## src/rtl/core/thsh_pkg.sv

```systemverilog
`default_nettype none
package thsh_pkg;

	// field widths
	localparam int unsigned CNT_W   = 20;
	localparam int unsigned STEPS_W = 16;
	localparam int unsigned PHASE_W = 3;
	localparam int unsigned AXES    = 3;
	localparam int unsigned IDX_W   = 2;

	// phase codes
	localparam logic [PHASE_W-1:0] PH_IDLE  = 3'd0;
	localparam logic [PHASE_W-1:0] PH_SEEK  = 3'd1;
	localparam logic [PHASE_W-1:0] PH_BACK1 = 3'd2;
	localparam logic [PHASE_W-1:0] PH_BACK2 = 3'd3;
	localparam logic [PHASE_W-1:0] PH_BACK3 = 3'd4;
	localparam logic [PHASE_W-1:0] PH_DONE  = 3'd5;

	// configuration register indexes
	localparam logic [IDX_W-1:0] REG_TIMEOUT = 2'd0;
	localparam logic [IDX_W-1:0] REG_BACK1   = 2'd1;
	localparam logic [IDX_W-1:0] REG_BACK2   = 2'd2;
	localparam logic [IDX_W-1:0] REG_BACK3   = 2'd3;

	// configuration reset values
	localparam logic [CNT_W-1:0]   TIMEOUT_RST = 20'd500000;
	localparam logic [STEPS_W-1:0] BACK1_RST   = 16'd4000;
	localparam logic [STEPS_W-1:0] BACK2_RST   = 16'd1000;
	localparam logic [STEPS_W-1:0] BACK3_RST   = 16'd400;

	// direction pattern while seeking: first and second clockwise
	localparam logic [AXES-1:0] SEEK_DIR = 3'b011;

	typedef struct packed {
		logic [CNT_W-1:0]   timeout;
		logic [STEPS_W-1:0] back1;
		logic [STEPS_W-1:0] back2;
		logic [STEPS_W-1:0] back3;
	} cfg_t;

	typedef struct packed {
		logic [PHASE_W-1:0] phase;
		logic [AXES-1:0]    found;
		logic [CNT_W-1:0]   count;
		logic [STEPS_W-1:0] remain;
		logic [AXES-1:0]    dir;
		logic               timed_out;
	} state_t;

endpackage
`default_nettype wire

```

## src/rtl/core/three_axis_stepper_homing.sv

```systemverilog
// Homing sequencer for three stepper motors, one input beat per step tick.
// Input channel (item_valid / item_stall): start_request and the three
// active-low limit levels of one tick. Result channel (result_valid /
// result_stall): the step pulses of that tick plus directions, phase,
// found flags and timeout flag as they stand after the tick.
// Configuration channel (cfg_valid / cfg_ready, always ready): cfg_index
// selects timeout or one of the three back-off counts; write only while idle.
// A beat accepted into the input register is processed by the combinational step
// logic into the result register and offered on the result port from there.
// One beat is taken per cycle while the result is not stalled. A stalled result
// holds; a new beat is still taken while the input register is free, and
// item_stall rises only when both registers are full and the result is stalled.
// Reset clears the sequence to idle, clears flags and counters, and loads
// the configuration defaults (timeout 500000, back-off 4000, 1000, 400).
`default_nettype none
module three_axis_stepper_homing (
	input  wire                                 clk,
	input  wire                                 arst_n,
	// input channel
	input  wire                                 item_valid,
	output logic                                item_stall,
	input  wire                                 start_request,
	input  wire                                 limit_first_level,
	input  wire                                 limit_second_level,
	input  wire                                 limit_third_level,
	// result channel
	output logic                                result_valid,
	input  wire                                 result_stall,
	output logic                                pulse_first,
	output logic                                pulse_second,
	output logic                                pulse_third,
	output logic                                heading_first,
	output logic                                heading_second,
	output logic                                heading_third,
	output logic [thsh_pkg::PHASE_W-1:0]        phase_code,
	output logic                                found_first,
	output logic                                found_second,
	output logic                                found_third,
	output logic                                seek_timed_out,
	// configuration channel
	input  wire                                 cfg_valid,
	output logic                                cfg_ready,
	input  wire  [thsh_pkg::IDX_W-1:0]          cfg_index,
	input  wire  [thsh_pkg::CNT_W-1:0]          cfg_data
);

	thsh_pkg::cfg_t               cfg_q;
	thsh_pkg::state_t             state_q;
	thsh_pkg::state_t             state_nxt;
	logic [thsh_pkg::AXES-1:0]    pulses_nxt;
	logic [thsh_pkg::AXES-1:0]    pulses_q;
	logic                         valid_s1;
	logic                         start_s1;
	logic [thsh_pkg::AXES-1:0]    limits_s1;
	logic                         result_free;
	logic                         advance;

	// configuration registers
	assign cfg_ready = 1'b1;

	always_ff @(posedge clk or negedge arst_n) begin
		if (!arst_n) begin
			cfg_q.timeout <= thsh_pkg::TIMEOUT_RST;
			cfg_q.back1   <= thsh_pkg::BACK1_RST;
			cfg_q.back2   <= thsh_pkg::BACK2_RST;
			cfg_q.back3   <= thsh_pkg::BACK3_RST;
		end else if (cfg_valid && cfg_ready) begin
			case (cfg_index)
				thsh_pkg::REG_TIMEOUT: cfg_q.timeout <= cfg_data;
				thsh_pkg::REG_BACK1:   cfg_q.back1   <= cfg_data[thsh_pkg::STEPS_W-1:0];
				thsh_pkg::REG_BACK2:   cfg_q.back2   <= cfg_data[thsh_pkg::STEPS_W-1:0];
				thsh_pkg::REG_BACK3:   cfg_q.back3   <= cfg_data[thsh_pkg::STEPS_W-1:0];
				default: ;
			endcase
		end
	end

	// pipeline flow control
	assign result_free = !result_valid || !result_stall;
	assign advance     = valid_s1 && result_free;
	assign item_stall  = valid_s1 && !result_free;

	// input register
	always_ff @(posedge clk or negedge arst_n) begin
		if (!arst_n) begin
			valid_s1 <= 1'b0;
		end else if (!item_stall) begin
			valid_s1 <= item_valid;
		end
	end

	always_ff @(posedge clk) begin
		if (item_valid && !item_stall) begin
			start_s1  <= start_request;
			limits_s1 <= {limit_third_level, limit_second_level, limit_first_level};
		end
	end

	// step logic
	thsh_step u_step (
		.cur    (state_q),
		.cfg    (cfg_q),
		.start  (start_s1),
		.limits (limits_s1),
		.nxt    (state_nxt),
		.pulses (pulses_nxt)
	);

	// sequence state doubles as the result register
	always_ff @(posedge clk or negedge arst_n) begin
		if (!arst_n) begin
			state_q      <= '0;
			pulses_q     <= '0;
			result_valid <= 1'b0;
		end else begin
			if (advance) begin
				state_q  <= state_nxt;
				pulses_q <= pulses_nxt;
			end
			if (result_free) begin
				result_valid <= valid_s1;
			end
		end
	end

	// result fields
	assign pulse_first    = pulses_q[0];
	assign pulse_second   = pulses_q[1];
	assign pulse_third    = pulses_q[2];
	assign heading_first  = state_q.dir[0];
	assign heading_second = state_q.dir[1];
	assign heading_third  = state_q.dir[2];
	assign phase_code     = state_q.phase;
	assign found_first    = state_q.found[0];
	assign found_second   = state_q.found[1];
	assign found_third    = state_q.found[2];
	assign seek_timed_out = state_q.timed_out;

endmodule
`default_nettype wire

```

## src/rtl/core/thsh_step.sv

```systemverilog
`default_nettype none
module thsh_step (
	input  wire thsh_pkg::state_t                 cur,
	input  wire thsh_pkg::cfg_t                   cfg,
	input  wire logic                             start,
	input  wire logic [thsh_pkg::AXES-1:0]        limits,
	output thsh_pkg::state_t                      nxt,
	output logic [thsh_pkg::AXES-1:0]             pulses
);

	logic [thsh_pkg::AXES-1:0]    unfound;
	logic [thsh_pkg::AXES-1:0]    found_new;
	logic [thsh_pkg::STEPS_W-1:0] remain_dec;
	logic                         remain_nz;

	// seek decisions per motor
	assign unfound    = ~cur.found;
	assign found_new  = cur.found | (unfound & ~limits);
	assign remain_nz  = (cur.remain != '0);
	assign remain_dec = cur.remain - {{(thsh_pkg::STEPS_W-1){1'b0}}, remain_nz};

	// one tick of the homing sequence
	always_comb begin
		nxt    = cur;
		pulses = '0;
		case (cur.phase)
			thsh_pkg::PH_SEEK: begin
				nxt.found = found_new;
				pulses    = unfound & limits;
				if (cur.count >= cfg.timeout) begin
					nxt.timed_out = 1'b1;
					nxt.phase     = thsh_pkg::PH_DONE;
				end else if (&found_new) begin
					nxt.phase  = thsh_pkg::PH_BACK1;
					nxt.remain = cfg.back1;
					nxt.dir[0] = 1'b0;
				end
				if (cur.count != '1) begin
					nxt.count = cur.count + 1'b1;
				end
			end
			thsh_pkg::PH_BACK1, thsh_pkg::PH_BACK2, thsh_pkg::PH_BACK3: begin
				nxt.remain = remain_dec;
				if (remain_nz) begin
					case (cur.phase)
						thsh_pkg::PH_BACK1: pulses = 3'b001;
						thsh_pkg::PH_BACK2: pulses = 3'b010;
						default:            pulses = 3'b100;
					endcase
				end
				// advance on the tick the count runs out
				if (remain_dec == '0) begin
					case (cur.phase)
						thsh_pkg::PH_BACK1: begin
							nxt.phase  = thsh_pkg::PH_BACK2;
							nxt.remain = cfg.back2;
							nxt.dir[1] = 1'b0;
						end
						thsh_pkg::PH_BACK2: begin
							nxt.phase  = thsh_pkg::PH_BACK3;
							nxt.remain = cfg.back3;
							nxt.dir[2] = 1'b1;
						end
						default: begin
							nxt.phase = thsh_pkg::PH_DONE;
						end
					endcase
				end
			end
			default: begin
				if (cur.phase != thsh_pkg::PH_DONE) begin
					nxt.phase = thsh_pkg::PH_IDLE;
				end
				if (start) begin
					nxt.phase     = thsh_pkg::PH_SEEK;
					nxt.found     = '0;
					nxt.count     = '0;
					nxt.timed_out = 1'b0;
					nxt.remain    = '0;
					nxt.dir       = thsh_pkg::SEEK_DIR;
				end
			end
		endcase
	end

endmodule
`default_nettype wire

```

## config.mk

```make
export PLATFORM = sky130hd
export DESIGN_NAME = three_axis_stepper_homing
export DESIGN_NICKNAME = d
export VERILOG_FILES = /design/src/rtl/core/thsh_pkg.sv /design/src/rtl/core/three_axis_stepper_homing.sv /design/src/rtl/core/thsh_step.sv
export SDC_FILE = /design/constraint.sdc
export NUM_CORES = 1
export LEC_CHECK = 0
export BUFFER_PORTS_ARGS = -buffer_cell sky130_fd_sc_hd__buf_4
export CORE_UTILIZATION = 44
export CTS_CLUSTER_DIAMETER = 40
export DETAILED_ROUTE_END_ITERATION = 8
export REMOVE_ABC_BUFFERS = 1
export SLEW_MARGIN = 25
export SYNTH_ARGS = -nofsm -noshare
export SYNTH_HDL_FRONTEND = slang
export SYNTH_HIERARCHICAL = 1
export SYNTH_SLANG_ARGS = --single-unit
```

## constraint.sdc

```tcl
create_clock -name clk -period 4.07 [get_ports clk]
set_clock_uncertainty 0.1 [all_clocks]
set_input_delay 0.407 -clock clk [delete_from_list [all_inputs] [get_ports clk]]
set_output_delay 0.407 -clock clk [all_outputs]
set_load 0.1 [all_outputs]
```

**After elaboration in Yosys (flattened, before gate mapping)**

Cells that the tools add are included.

- Word-level logic and storage cells: 97
- Input port bits: 31
- Output and inout port bits: 16
- Flip-flop bits (word level): 123

- Add/sub/neg operators: 2
- Bitwise gates (word level): 7
- Order comparisons: 1
- Equality and inequality tests: 17
- Mux-type cells: 24
- Reduce and logical (&&, ||, !) cells: 29

Operators with widths:

| cell | number |
|---|---|
| $pmux 16 s2 | 2 |
| $mux 46 | 1 |
| $pmux 23 s2 | 1 |
| $mux 16 | 2 |
| $pmux 3 s2 | 4 |
| $add 20x1->20 const B | 1 |
| $ge 20x20->1 | 1 |
| $mux 20 | 1 |
| $ne 20x20->1 const B | 1 |
| $mux 18 | 1 |
| $logic_not 16->1 | 1 |
| $reduce_and 4->1 | 4 |
| $reduce_bool 16->1 | 1 |
| $sub 16x1->16 | 1 |
| $mux 3 | 5 |
| $reduce_and 5->1 | 3 |
| $ne 2x1->1 const B | 6 |
| $pmux 2 s2 | 2 |
| $reduce_and 2->1 | 4 |
| $and 3x3->3 | 2 |
| $eq 3x2->1 const B | 2 |
| $not 3->3 | 2 |
| $reduce_and 3->1 | 2 |
| $mux 1 | 5 |
| other kinds (17) | 25 |

**Depth between registers and ports, before layout**

Gate-level depths: netlist (run 1).

- Depth in word-level cells: 7
- Gate-level depth with buffers: 18
- Mapped depth without buffers: 14

**Cells and area by module**

The synthesis (run 1) kept the hierarchy.

Modules (own cells, without submodules):

| module | area each (um^2) | cells an instance | sequential area each (um^2) | instances |
|---|---|---|---|---|
| three_axis_stepper_homing | 4,616.9 | 265 | 3,125.5 | 1 |
| thsh_step | 2,675.1 | 421 | 0.0 | 1 |

**Least setup slack after synthesis (run 1)**

No wires, ideal clock.

- Kind: register to register
- From: register state_q[10] in the netlist's numbering
- To: register state_q (netlist bit heading_second)
- Slack: 137 ps
- Cell stages (with the launch flop): 19
- Required time: 3,844 ps
- Path buffers: 4
- Library setup time: 126 ps
- Period minus slack after synthesis: 3,933 ps
- Arrival time: 3,708 ps
- Cells stage by stage: dfrtp_1 -> clkbuf_1 -> nor4_1 -> nand3_1 -> nor2_1 -> nand3_1 -> ha_1 -> ha_1 -> clkbuf_1 -> nor4_1 -> nand4_1 -> o211ai_1 -> nand2_1 -> or4_4 -> buf_6 -> buf_12 -> nor2_1 -> a21oi_1 -> mux2_2

- Word-level cells in the longest chain between the ends: 5

RTL lines:

| item | RTL line | RTL |
|---|---|---|
| start: declaration | three_axis_stepper_homing.sv:48 | `thsh_pkg::state_t state_q;` |
| start signal: assignment | three_axis_stepper_homing.sv:117 | `state_q <= state_nxt;` |
| $reduce_bool 16->1 | thsh_step.sv:19 | `assign remain_nz = (cur.remain != '0);` |
| $sub 16x1->16 (*) | thsh_step.sv:20 | `assign remain_dec = cur.remain - {{(thsh_pkg::STEPS_W-1){1'b0}}, remain_nz};` |
| $logic_not 16->1 (*) | thsh_step.sv:52 | `if (remain_dec == '0) begin` |
| $ne 2x1->1 (no source line) (*) | -- |  |
| $reduce_and 5->1 (no source line) (*) | -- |  |

Every way passes the cells marked *; elsewhere a longest branch is shown, timed or not.
A chain may end at the register's enable or synchronous reset.

==> insert_results.sql, run 1 <==
INSERT INTO impl_metrics (metric_group, metric, value, unit) VALUES
('timing', 'tightest_slew', '0.835', 'ns'),
('floorplan', 'top_level_ports', '47', ''),
('grt', 'grt_use_total', '22.0', '%'),
('clock_network', 'clk_buf_depth', '2', ''),
('floorplan', 'effective_utilization_at_floorplan', '45.4', '%'),
('routing', 'drc', '0', ''),
('routing', 'drt-wirelength-per-cell', '18.1', 'um'),
('pwr', 'pwr-share-clk', '27.0', '%'),
('clock_network', 'worst_skew_pair.late_latency', '0.42', 'ns'),
('setup_path', 'worst_ep_required_time', '4.33', 'ns'),
('placed_design', 'placedCellCount', '930', ''),
('pwr', 'share_seq_of_total_power', '32.1', '%'),
('placed_design', 'port_buffers', '45', ''),
('status', 'violated_checks', 'negative hold slack', ''),
('setup_path', 'timing.critical_path.from_type', 'flip-flop', ''),
('floorplan', 'floorplan.rows', '46', ''),
('timing', 'grt_setup_unrepaired', 'false', ''),
('setup_path', 'crit_path_max_incr_delay', '0.73', 'ns'),
('setup_path', 'worst-endpoint-arrival', '3.95', 'ns'),
('floorplan', 'core_area', '0.0161', 'sq mm'),
('yosys', 'yosysWarnings', '6', ''),
('yosys', 'synth.ff_latch_count', '123', ''),
('cells_and_area', 'final.fill_count', '1443', ''),
('setup_path', 'path_common_cell', 'sky130_fd_sc_hd__nand3_1', ''),
('routing', 'detailroute.via_count', '5545', ''),
('timing', 'setup_violations', '0', ''),
('timing', 'period_needed', '3.70', 'ns'),
('timing', 'timing.setup.tns', '0', 'ns'),
('clock_network', 'clkSlewWorstSetupHoldPaths', '0.06', 'ns'),
('routing', 'drt-pass1-iter-count', '5', ''),
('timing', 'worst_slack_on_hold_paths', '-0.00734', 'ns'),
('yosys', 'synth_largest_area_cell', 'sky130_fd_sc_hd__dfrtp_1', ''),
('yosys', 'syn_area', '0.00729', 'sq mm'),
('cells_and_area', 'area.growth.synth_to_final', '16.1', '%'),
('flow_run', 'max_cap_violations', '0', ''),
('clock_network', 'numClockSinks', '123', ''),
('pwr', 'cellPowerDensity', '669', 'mW/mm^2'),
('setup_path', 'top_fanout_value_on_the_critical_path', '19', ''),
('timing', 'timing.max_slew.rel_slack', '44.3', '%'),
('pwr', 'total_switching_power', '2.24', 'mW'),
('setup_path', 'worst_path_cell_trace', 'nor4_2 -> nand3_1 -> nor2_1 -> nand3_1 -> ha_1 -> ha_1 -> buf_4 -> o31ai_1 -> nand3_1 -> or4_4 -> or2_1 -> o211ai_1 -> mux2_2', ''),
('clock_network', 'cts_htree_levels', '4', ''),
('clock_network', 'clock_buffer_count_from_cts', '17', ''),
('floorplan', 'die-height', '131', 'um'),
('clock_network', 'root_buffer', 'sky130_fd_sc_hd__clkbuf_16', ''),
('placed_design', 'final_weighted_congestion_in_routability_driven_placement', '0.828', ''),
('grt', 'antenna_found_initial', '0', ''),
('setup_path', 'timing.critical_path.slowest_stage_cell', 'sky130_fd_sc_hd__or4_4', ''),
('yosys', 'synth_sequential_area_ratio', '42.9', '%'),
('pwr', 'intPower', '3.42', 'mW'),
('yosys', 'synth_cell_type_count', '77', ''),
('cells_and_area', 'n_antenna_cell', '0', ''),
('yosys', 'top_reg_cell_synth', 'sky130_fd_sc_hd__dfrtp_1', ''),
('yosys', 'synth-edff-count', '4', ''),
('pwr', 'power.share.switching', '39.6', '%'),
('yosys', 'post_synth_inst_count', '686', ''),
('floorplan', 'floorplan.die.width', '131', 'um'),
('timing', 'fmaxAchievable', '0.270', 'GHz'),
('timing', 'final_hold_viol_count', '5', ''),
('timing', 'final_min_period_over_clock_period', '90.9', '%'),
('status', 'status', 'complete, but fails checks', ''),
('clock_network', 'tritoncts', 'done', ''),
('yosys', 'syn-mean-instance-area', '10.6', 'sq um'),
('grt', 'grt_pass1_wl', '28300', 'um'),
('cells_and_area', 'drive_gt1_share', '35.4', '%'),
('yosys', 'synth_commonest_cells', '118 x sky130_fd_sc_hd__mux2_2, 97 x sky130_fd_sc_hd__dfrtp_1, 49 x sky130_fd_sc_hd__nor2_1', ''),
('routing', 'viasPerCell', '5.76', ''),
('placed_design', 'dp_hpwl', '12200', 'um'),
('routing', 'route.antenna.remaining_nets', '0', ''),
('yosys', 'biggest_area_contributors_in_the_synthesized_netlist', 'sky130_fd_sc_hd__dfrtp_1 33%, sky130_fd_sc_hd__mux2_2 18%, sky130_fd_sc_hd__dfstp_2 7.9%', ''),
('hold_path', 'hold_path_class', 'input port to async pin', '');
## state kept, by name, indices dropped and copies added, names as in the netlist, 3 cells and up
signal / count
pulses_q: 3
state_q: 36
limits_s1: 3
phase_code: 3
cfg_q: 68
## cell type report
type	count	area, sq um	share of cell area, %
Multi-Input combinational cell	486	3820	45.1
Tap cell	216	270	3.19
Sequential cell	123	3130	36.9
Clock buffer	18	429	5.07
Clock inverter	14	171	2.02
Timing Repair Buffer	68	510	6.03
Inverter	37	139	1.64
## cells by family after synthesis
| kind of cell | share of synthesized area, % |
|---|---|
| and+or+nand+nor | 12.4 |
| AOI/OAI and AO/OA | 14.1 |
| other | 0.0514 |
| DFF | 42.9 |
| buffers and inverters | 5.03 |
| adders and majority gates | 3.95 |
| muxes | 21.4 |
| xor gates and xnor gates | 0.240 |
## final timing paths
| path | start | end | slack, ns | cells past startpoint |
|---|---|---|---|---|
| setup / recovery | state_q[12] | state_q[19] | 0.37 | 13 |
| hold / removal | arst_n | found_first | -0.007 | 1 |
| setup reg to reg | state_q[12] | state_q[19] | 0.37 | 13 |
| hold reg to reg | valid_s1 | result_valid | 0.40 | 1 |
| max in group asynchronous | arst_n | cfg_q[43] | 2.91 | 2 |
| min in group clk | limit_first_level | limits_s1[0] | 0.07 | 1 |
## layer usage
| layer | vias to the layer above | wire length (um) | global-route usage (%) |
|---|---|---|---|
| li1 | 2623 | - | - |
| met1 | 2759 | 8230 | 30.0 |
| met2 | 144 | 8180 | 35.4 |
| met3 | 19 | 802 | 4.03 |
| met4 | 0 | 248 | 7.17 |
| met5 | - | 0 | 0 |
## cell usage in the layout, fill, tap and decap left out, types with 6 or more instances in the layout
cell	count
sky130_fd_sc_hd__a21oi_1	38
sky130_fd_sc_hd__clkbuf_16	17
sky130_fd_sc_hd__ha_1	23
sky130_fd_sc_hd__inv_1	37
sky130_fd_sc_hd__o21ai_0	35
sky130_fd_sc_hd__nand4_1	7
sky130_fd_sc_hd__nor4_1	9
sky130_fd_sc_hd__dfrtp_1	97
sky130_fd_sc_hd__nand2_1	31
sky130_fd_sc_hd__buf_4	68
sky130_fd_sc_hd__mux2_2	118
sky130_fd_sc_hd__o21a_1	7
sky130_fd_sc_hd__nor2_1	49
sky130_fd_sc_hd__mux2i_1	23
sky130_fd_sc_hd__nand3_1	24
sky130_fd_sc_hd__dfstp_2	22
sky130_fd_sc_hd__a31oi_1	10
sky130_fd_sc_hd__nor3_1	7
sky130_fd_sc_hd__nand2b_1	6
## power by group through the flow
stage	sequential [mW]	combinational, mW	clock, mW
4_1_cts	1.81	2.32	1.56
5_1_grt	1.86	2.51	1.61
2_1_floorplan	2.15	1.30	0
6_report	1.82	2.32	1.53
3_3_place_gp	1.82	2.27	0
3_5_place_dp	1.83	2.30	0
## stage by stage
step                      util [%]  setup slack, ns  power, mW
after global placement        49.0            0.291       4.09
final                         52.7            0.372       5.66
after detailed placement      49.0            0.199       4.13
after global routing          52.7           0.0367       5.99
after floorplan                  -           0.0249       3.45
after CTS                     52.7            0.184       5.69
## repair_timing
item | in CTS | in global routing
resized for setup | 0 | 1
setup endpoints to repair | 0 | 18
setup buffers | 0 | 0
hold buffers | 0 | 0
(Power assumes the default switching activity.)
==> inputs of run 2 (changes only) <==
==> constraint.sdc (replaced) <==
create_clock -name clk -period 3.25 [get_ports clk]
set_clock_uncertainty 0.1 [all_clocks]
set_input_delay 0.325 -clock clk [delete_from_list [all_inputs] [get_ports clk]]
set_output_delay 0.325 -clock clk [all_outputs]
set_load 0.1 [all_outputs]
==> run 2 against run 1 <==
  * The run ends with negative setup slack left
  * Cell count grew 5.3%
  * Utilization grew 4.1 points
  * Global-route usage grew 1.8 points
  * Sequential share of layout area shrank 2.7 points
  * Design area grew 7.8%
  * Clock power grew 35%
  * Largest cell class unchanged
  * Largest power group unchanged
==> insert_results.sql, run 2 (same netlist as run 1, synthesis figures left out) <==
INSERT INTO impl_metrics (metric_group, metric, value, unit) VALUES
('floorplan', 'floorplan.rows', '46', ''),
('flow_run', 'max_cap_violations', '0', ''),
('timing', 'grt_setup_unrepaired', 'true', ''),
('floorplan', 'floorplan.die.width', '131', 'um'),
('status', 'violated_checks', 'negative setup slack', ''),
('floorplan', 'effective_utilization_at_floorplan', '45.4', '%'),
('floorplan', 'die-height', '131', 'um'),
('floorplan', 'dieArea', '0.0171', 'sq mm'),
('pwr', 'finalPower', '7.90', 'mW'),
('pwr', 'intPower', '4.85', 'mW'),
('timing', 'tightest_slew', '0.784', 'ns'),
('floorplan', 'top_level_ports', '47', ''),
('grt', 'largest_net_degree_at_the_start_of_global_routing', '120', ''),
('cells_and_area', 'final.fill_count', '1361', ''),
('pwr', 'share_seq_of_total_power', '27.7', '%'),
('setup_path', 'worst-endpoint-arrival', '3.76', 'ns'),
('cells_and_area', 'final_cell_mix', '107 x sky130_fd_sc_hd__mux2_2, 107 x sky130_fd_sc_hd__buf_4, 97 x sky130_fd_sc_hd__dfrtp_1, 47 x sky130_fd_sc_hd__nor2_1, 38 x sky130_fd_sc_hd__a21oi_1', ''),
('placed_design', 'placed_area', '0.00814', 'sq mm'),
('timing', 'setup_violations', '21', ''),
('status', 'status', 'complete, but fails checks', ''),
('floorplan', 'core_area', '0.0161', 'sq mm'),
('clock_network', 'cts_htree_levels', '4', ''),
('cells_and_area', 'largest_register_ffs', '68', ''),
('cells_and_area', 'layout_net_count', '838', ''),
('routing', 'drc', '0', ''),
('timing', 'period_needed', '3.50', 'ns'),
('cells_and_area', 'stdcell_area', '0.00913', 'sq mm'),
('timing', 'final_hold_viol_count', '0', ''),
('routing', 'viasPerCell', '5.77', ''),
('routing', 'first_iter_violations', '352', ''),
('clock_network', 'clk_buf_depth', '2', ''),
('clock_network', 'numClockSinks', '123', ''),
('pwr', 'power.share.switching', '38.7', '%'),
('setup_path', 'timing.critical_path.from_type', 'flip-flop', ''),
('pwr', 'cellPowerDensity', '865', 'mW/mm^2'),
('grt', 'grt_use_total', '23.8', '%'),
('pwr', 'pwr-share-clk', '26.1', '%'),
('clock_network', 'worst_skew_pair.late_latency', '0.42', 'ns'),
('cells_and_area', 'n_antenna_cell', '0', ''),
('timing', 'worst_slack', '-0.251', 'ns'),
('setup_path', 'type_of_the_worst_setup_path', 'flip-flop to flip-flop', ''),
('timing', 'timing.max_slew.rel_slack', '47.7', '%'),
('cells_and_area', 'drive_gt1_share', '41.3', '%'),
('pwr', 'total_switching_power', '3.05', 'mW'),
('grt', 'grt_pass1_wl', '30600', 'um'),
('placed_design', 'port_buffers', '45', ''),
('placed_design', 'final_weighted_congestion_in_routability_driven_placement', '0.919', ''),
('setup_path', 'beginning_of_the_worst_register_to_register_path', 'state_q[11]', ''),
('setup_path', 'worst_setup_path_end_kind', 'flip-flop', ''),
('clock_network', 'clock_buffer_count_from_cts', '17', ''),
('placed_design', 'dp_hpwl', '12700', 'um'),
('grt', 'grt-ovfl-total', '0', ''),
('routing', 'drt-wirelength-per-cell', '18.9', 'um'),
('timing', 'final_min_period_over_clock_period', '108', '%'),
('setup_path', 'setup.worst_path.start', 'state_q[11]', ''),
('timing', 'timing.final.max_slew_violations', '0', ''),
('setup_path', 'worst_ep_required_time', '3.51', 'ns'),
('clock_network', 'tritoncts', 'done', ''),
('pwr', 'ir_drop', '0.507', 'mV'),
('cells_and_area', 'biggestRegsByFlops', 'cfg_q (68), state_q (36)', ''),
('routing', 'drt-pass1-iter-count', '7', ''),
('timing', 'fmaxAchievable', '0.286', 'GHz'),
('hold_path', 'timing.hold.worst.start', 'item_valid', ''),
('grt', 'antenna_found_initial', '0', ''),
('cells_and_area', 'area.growth.synth_to_final', '25.2', '%'),
('routing', 'totalWireLength', '19100', 'um'),
('pwr', 'leakage_power', '4.08', 'nW'),
('clock_network', 'clkSlewWorstSetupHoldPaths', '0.05', 'ns'),
('grt', 'grt_pass1_vias', '5848', ''),
('hold_path', 'hold_path_class', 'input port to flip-flop', ''),
('routing', 'detailroute.via_count', '5844', ''),
('cells_and_area', 'largest_register', 'cfg_q', ''),
('pwr', 'pwr-share-comb', '46.2', '%'),
('setup_path', 'top_fanout_value_on_the_critical_path', '7', ''),
('clock_network', 'root_buffer', 'sky130_fd_sc_hd__clkbuf_16', ''),
('routing', 'route.antenna.remaining_nets', '0', ''),
('timing', 'worst_slack_on_hold_paths', '0.0211', 'ns');
==> run 2: cell types whose count changed in the layout (fill, tap and decap cells not counted), sizes merged <==
cell / before / now
buf: 68 / 113
bufinv: 3 / 4
clkbuf: 18 / 21
clkinv: 5 / 4
clkinvlp: 4 / 2
dlygate4sd3: 0 / 5
inv: 39 / 38
or4: 3 / 4
==> run 2: what timing repair did <==
item | 4_1_cts | 5_1_grt
resized for setup | 28 | 17
hold buffers | 5 | 0
pin swaps | 28 | 21
cloned | 1 | 0
endpoints found under the hold margin | 101 | 0
setup endpoints to repair | 21 | 22
buffers inserted | 10 | 2
==> run 2: stage by stage <==
step           TNS (ns)  util [%]  instances  worst slack, ns
2_1_floorplan    -18.86         -        646           -0.795
3_3_place_gp      -4.91      50.7        963           -0.344
3_5_place_dp      -9.31      50.7        963           -0.546
4_1_cts           -1.88      56.3       1011           -0.153
5_1_grt           -6.26      56.8       1013           -0.364
6_report          -3.93      56.8       1013           -0.251
==> run 2: final cells by class <==
| class | count | area (sq um) | area share (%) |
|---|---|---|---|
| clock buffers | 21 | 482 | 5.28 |
| clock inverters | 11 | 164 | 1.80 |
| inverters | 37 | 139 | 1.52 |
| multi-input cells | 487 | 4010 | 43.9 |
| flip-flops and latches | 123 | 3130 | 34.2 |
| well taps | 216 | 270 | 2.96 |
| repair buffers | 118 | 938 | 10.3 |
==> run 2: power by group through the flow <==
stage	clock (mW)	sequential, mW	combinational (mW)
3_5_place_dp	0	2.19	3.24
4_1_cts	2.10	2.18	3.52
6_report	2.06	2.19	3.65
2_1_floorplan	0	2.69	1.63
3_3_place_gp	0	2.18	3.17
5_1_grt	2.16	2.23	3.90
==> run 2: worst max-delay path: stages, from the launching register on <==
cell                        delay [ns]
sky130_fd_sc_hd__dfrtp_1          0.40
sky130_fd_sc_hd__nor4_4           0.31
sky130_fd_sc_hd__nand3_1          0.15
sky130_fd_sc_hd__nor2_2           0.13
sky130_fd_sc_hd__nand3_2          0.13
sky130_fd_sc_hd__ha_4             0.21
sky130_fd_sc_hd__buf_6            0.11
sky130_fd_sc_hd__nor2b_4          0.12
sky130_fd_sc_hd__o2111a_1         0.23
sky130_fd_sc_hd__o211ai_1         0.23
sky130_fd_sc_hd__nand2_1          0.10
sky130_fd_sc_hd__or4_4            0.64
sky130_fd_sc_hd__buf_12           0.18
sky130_fd_sc_hd__a2bb2oi_1        0.13
sky130_fd_sc_hd__nand3_1          0.11
sky130_fd_sc_hd__mux2_4           0.14
==> run 2: per-layer routing <==
layer / vias up / global-route usage, % / wire length (um)
met3: 35 / 5.37 / 1070
met1: 2888 / 32.0 / 8790
li1: 2723 / - / -
met2: 198 / 38.0 / 8850
met5: - / 0 / 0
met4: 0 / 7.91 / 400
==> run 2: worst paths after layout <==
path	endpoint	slack (ns)	cells after the start
setup / recovery	state_q[12]	-0.25	15
hold / removal	valid_s1	0.02	2
setup reg to reg	state_q[12]	-0.25	15
hold reg to reg	result_valid	0.39	1
max in group asynchronous	state_q[5]	2.10	3
min in group asynchronous	pulses_q[0]	0.40	3
==> inputs of run 3 (changes only) <==
--- a/config.mk
+++ b/config.mk
@@ -10,6 +10,7 @@
 export CTS_CLUSTER_DIAMETER = 40
 export DETAILED_ROUTE_END_ITERATION = 8
 export REMOVE_ABC_BUFFERS = 1
+export SKIP_LAST_GASP = 1
 export SLEW_MARGIN = 25
 export SYNTH_ARGS = -nofsm -noshare
 export SYNTH_HDL_FRONTEND = slang
==> run 3 against run 2 <==
  * The flow still finishes with violations (negative setup slack)
  * Design area is the same
  * Power stayed put
  * Cell count stayed put
  * Clock-buffer cell count unchanged
  * Clock power about the same
  * Maximum frequency did not move
  * Flip-flop and latch count did not move
  * Routed wire length is the same
  * Register-to-register slack about the same
==> insert_results.sql, run 3 (same netlist as run 1, synthesis figures left out) <==
INSERT INTO impl_metrics (metric_group, metric, value, unit) VALUES
('routing', 'route.antenna.remaining_nets', '0', ''),
('floorplan', 'floorplan.die.width', '131', 'um'),
('clock_network', 'cts_htree_levels', '4', ''),
('hold_path', 'hold-path-cell-count', '2', ''),
('routing', 'drc', '0', ''),
('timing', 'fmaxAchievable', '0.286', 'GHz'),
('timing', 'period_needed', '3.50', 'ns'),
('routing', 'viasPerCell', '5.77', ''),
('grt', 'grt-ovfl-total', '0', ''),
('cells_and_area', 'largest_register_ffs', '68', ''),
('pwr', 'pwr-share-clk', '26.1', '%'),
('timing', 'final_hold_viol_count', '0', ''),
('pwr', 'total_switching_power', '3.05', 'mW'),
('clock_network', 'tritoncts', 'done', ''),
('pwr', 'ir_drop', '0.507', 'mV'),
('clock_network', 'clock_buffer_count_from_cts', '17', ''),
('clock_network', 'worst_skew_pair.late_latency', '0.42', 'ns'),
('grt', 'largest_net_degree_at_the_start_of_global_routing', '120', ''),
('setup_path', 'timing.reg2reg.worst_path_depth', '15', ''),
('grt', 'grt_use_total', '23.8', '%'),
('hold_path', 'timing.hold.worst.start', 'item_valid', ''),
('grt', 'grt_pass1_vias', '5848', ''),
('placed_design', 'port_buffers', '45', ''),
('timing', 'grt_setup_unrepaired', 'true', ''),
('cells_and_area', 'area.growth.synth_to_final', '25.2', '%'),
('floorplan', 'effective_utilization_at_floorplan', '45.4', '%'),
('grt', 'antenna_found_initial', '0', ''),
('pwr', 'power.share.switching', '38.7', '%'),
('timing', 'final_min_period_over_clock_period', '108', '%'),
('clock_network', 'clkSlewWorstSetupHoldPaths', '0.05', 'ns'),
('setup_path', 'top_fanout_value_on_the_critical_path', '7', ''),
('hold_path', 'hold_path_class', 'input port to flip-flop', ''),
('flow_run', 'max_cap_violations', '0', ''),
('routing', 'drt-pass1-iter-count', '7', ''),
('clock_network', 'root_buffer', 'sky130_fd_sc_hd__clkbuf_16', ''),
('cells_and_area', 'final_cell_mix', '107 x sky130_fd_sc_hd__mux2_2, 107 x sky130_fd_sc_hd__buf_4, 97 x sky130_fd_sc_hd__dfrtp_1, 47 x sky130_fd_sc_hd__nor2_1, 38 x sky130_fd_sc_hd__a21oi_1', ''),
('timing', 'timing.setup.tns', '-3.93', 'ns'),
('floorplan', 'floorplan.rows', '46', ''),
('timing', 'timing.max_slew.rel_slack', '47.7', '%'),
('hold_path', 'hold_path_end', 'valid_s1', ''),
('pwr', 'intPower', '4.85', 'mW'),
('pwr', 'leakage_power', '4.08', 'nW'),
('routing', 'first_iter_violations', '352', ''),
('timing', 'tightest_slew', '0.784', 'ns'),
('placed_design', 'dp_hpwl', '12700', 'um'),
('clock_network', 'numClockSinks', '123', ''),
('floorplan', 'die-height', '131', 'um'),
('pwr', 'pwr-share-comb', '46.2', '%'),
('routing', 'detailroute.via_count', '5844', ''),
('placed_design', 'place_worst_setup_slack', '-0.546', 'ns'),
('floorplan', 'core_area', '0.0161', 'sq mm'),
('pwr', 'share_seq_of_total_power', '27.7', '%'),
('timing', 'setup_violations', '21', ''),
('cells_and_area', 'largest_register', 'cfg_q', ''),
('setup_path', 'beginning_of_the_worst_register_to_register_path', 'state_q[11]', ''),
('floorplan', 'top_level_ports', '47', ''),
('routing', 'drt-wirelength-per-cell', '18.9', 'um'),
('cells_and_area', 'biggestRegsByFlops', 'cfg_q (68), state_q (36)', ''),
('setup_path', 'reg2reg_slack', '-0.25', 'ns'),
('pwr', 'cellPowerDensity', '865', 'mW/mm^2'),
('grt', 'grt_pass1_wl', '30600', 'um'),
('floorplan', 'dieArea', '0.0171', 'sq mm'),
('cells_and_area', 'drive_gt1_share', '41.3', '%'),
('status', 'violated_checks', 'negative setup slack', ''),
('timing', 'worst_slack', '-0.251', 'ns'),
('setup_path', 'worst_setup_path_end_kind', 'flip-flop', ''),
('setup_path', 'type_of_the_worst_setup_path', 'flip-flop to flip-flop', ''),
('setup_path', 'worst-endpoint-arrival', '3.76', 'ns'),
('timing', 'timing.final.max_slew_violations', '0', ''),
('setup_path', 'reg_to_reg_critical_path_endpoint', 'state_q[12]', ''),
('placed_design', 'final_weighted_congestion_in_routability_driven_placement', '0.919', ''),
('cells_and_area', 'layout_net_count', '838', ''),
('cells_and_area', 'n_antenna_cell', '0', ''),
('status', 'status', 'complete, but fails checks', ''),
('timing', 'worst_slack_on_hold_paths', '0.0211', 'ns'),
('setup_path', 'worst_ep_required_time', '3.51', 'ns'),
('setup_path', 'timing.critical_path.from_type', 'flip-flop', ''),
('clock_network', 'clk_buf_depth', '2', ''),
('routing', 'totalWireLength', '19100', 'um');
[run 3: worst max-delay path by stage]
stage	from	endpoint	slack, ns	cells past startpoint
after detailed placement	state_q[11]	state_q[12]	-0.55	15
after global routing	state_q[11]	heading_second	-0.36	14
after global placement	state_q[11]	state_q[12]	-0.34	15
after CTS	state_q[13]	state_q[12]	-0.15	15
final	state_q[11]	state_q[12]	-0.25	15
after floorplan	phase_code[0]	state_q[18]	-0.80	7
[run 3: cell type report]
cell class	count	area [sq um]
clock buffers	21	482
clock inverters	11	164
fillers	1361	6930
inverters	37	139
multi-input cells	487	4010
flip-flops and latches	123	3130
well taps	216	270
repair buffers	118	938
[run 3: per-layer routing]
metal / track usage (%) / vias up / part of all wire [%] / routed length [um]
met5: 0 / - / 0 / 0
li1: - / 2723 / - / -
met3: 5.37 / 35 / 5.6 / 1070
met2: 38.0 / 198 / 46 / 8850
met4: 7.91 / 0 / 2.1 / 400
met1: 32.0 / 2888 / 46 / 8790
[run 3: worst max-delay path, stage by stage, from the launching register on]
cell and delay (ns):
sky130_fd_sc_hd__dfrtp_1 0.40, sky130_fd_sc_hd__nor4_4 0.31, sky130_fd_sc_hd__nand3_1 0.15, sky130_fd_sc_hd__nor2_2 0.13, sky130_fd_sc_hd__nand3_2 0.13, sky130_fd_sc_hd__ha_4 0.21
sky130_fd_sc_hd__buf_6 0.11, sky130_fd_sc_hd__nor2b_4 0.12, sky130_fd_sc_hd__o2111a_1 0.23, sky130_fd_sc_hd__o211ai_1 0.23, sky130_fd_sc_hd__nand2_1 0.10, sky130_fd_sc_hd__or4_4 0.64
sky130_fd_sc_hd__buf_12 0.18, sky130_fd_sc_hd__a2bb2oi_1 0.13, sky130_fd_sc_hd__nand3_1 0.11, sky130_fd_sc_hd__mux2_4 0.14
[run 3: through the flow]
step                area [sq um]  utilization [%]  cells  power, mW
global route                9130             56.8   1013       8.29
detailed placement          8140             50.7    963       5.43
finish                      9130             56.8   1013       7.90
global placement            8140             50.7    963       5.35
floorplan                   7060                -    646       4.32
CTS                         9040             56.3   1011       7.80
[run 3: power groups by stage]
stage          Combinational, mW  Clock, mW  Sequential (mW)
5_1_grt                     3.90       2.16             2.23
3_3_place_gp                3.17          0             2.18
4_1_cts                     3.52       2.10             2.18
6_report                    3.65       2.06             2.19
3_5_place_dp                3.24          0             2.19
2_1_floorplan               1.63          0             2.69
[run 3: timing repair]
| item | CTS | global route |
|---|---|---|
| endpoints found under the hold margin | 101 | 0 |
| buffers inserted | 10 | 2 |
| pin swaps | 28 | 21 |
| hold buffers | 5 | 0 |
| setup endpoints to repair | 21 | 22 |
| gates resized for setup | 27 | 18 |
| gates cloned | 1 | 0 |
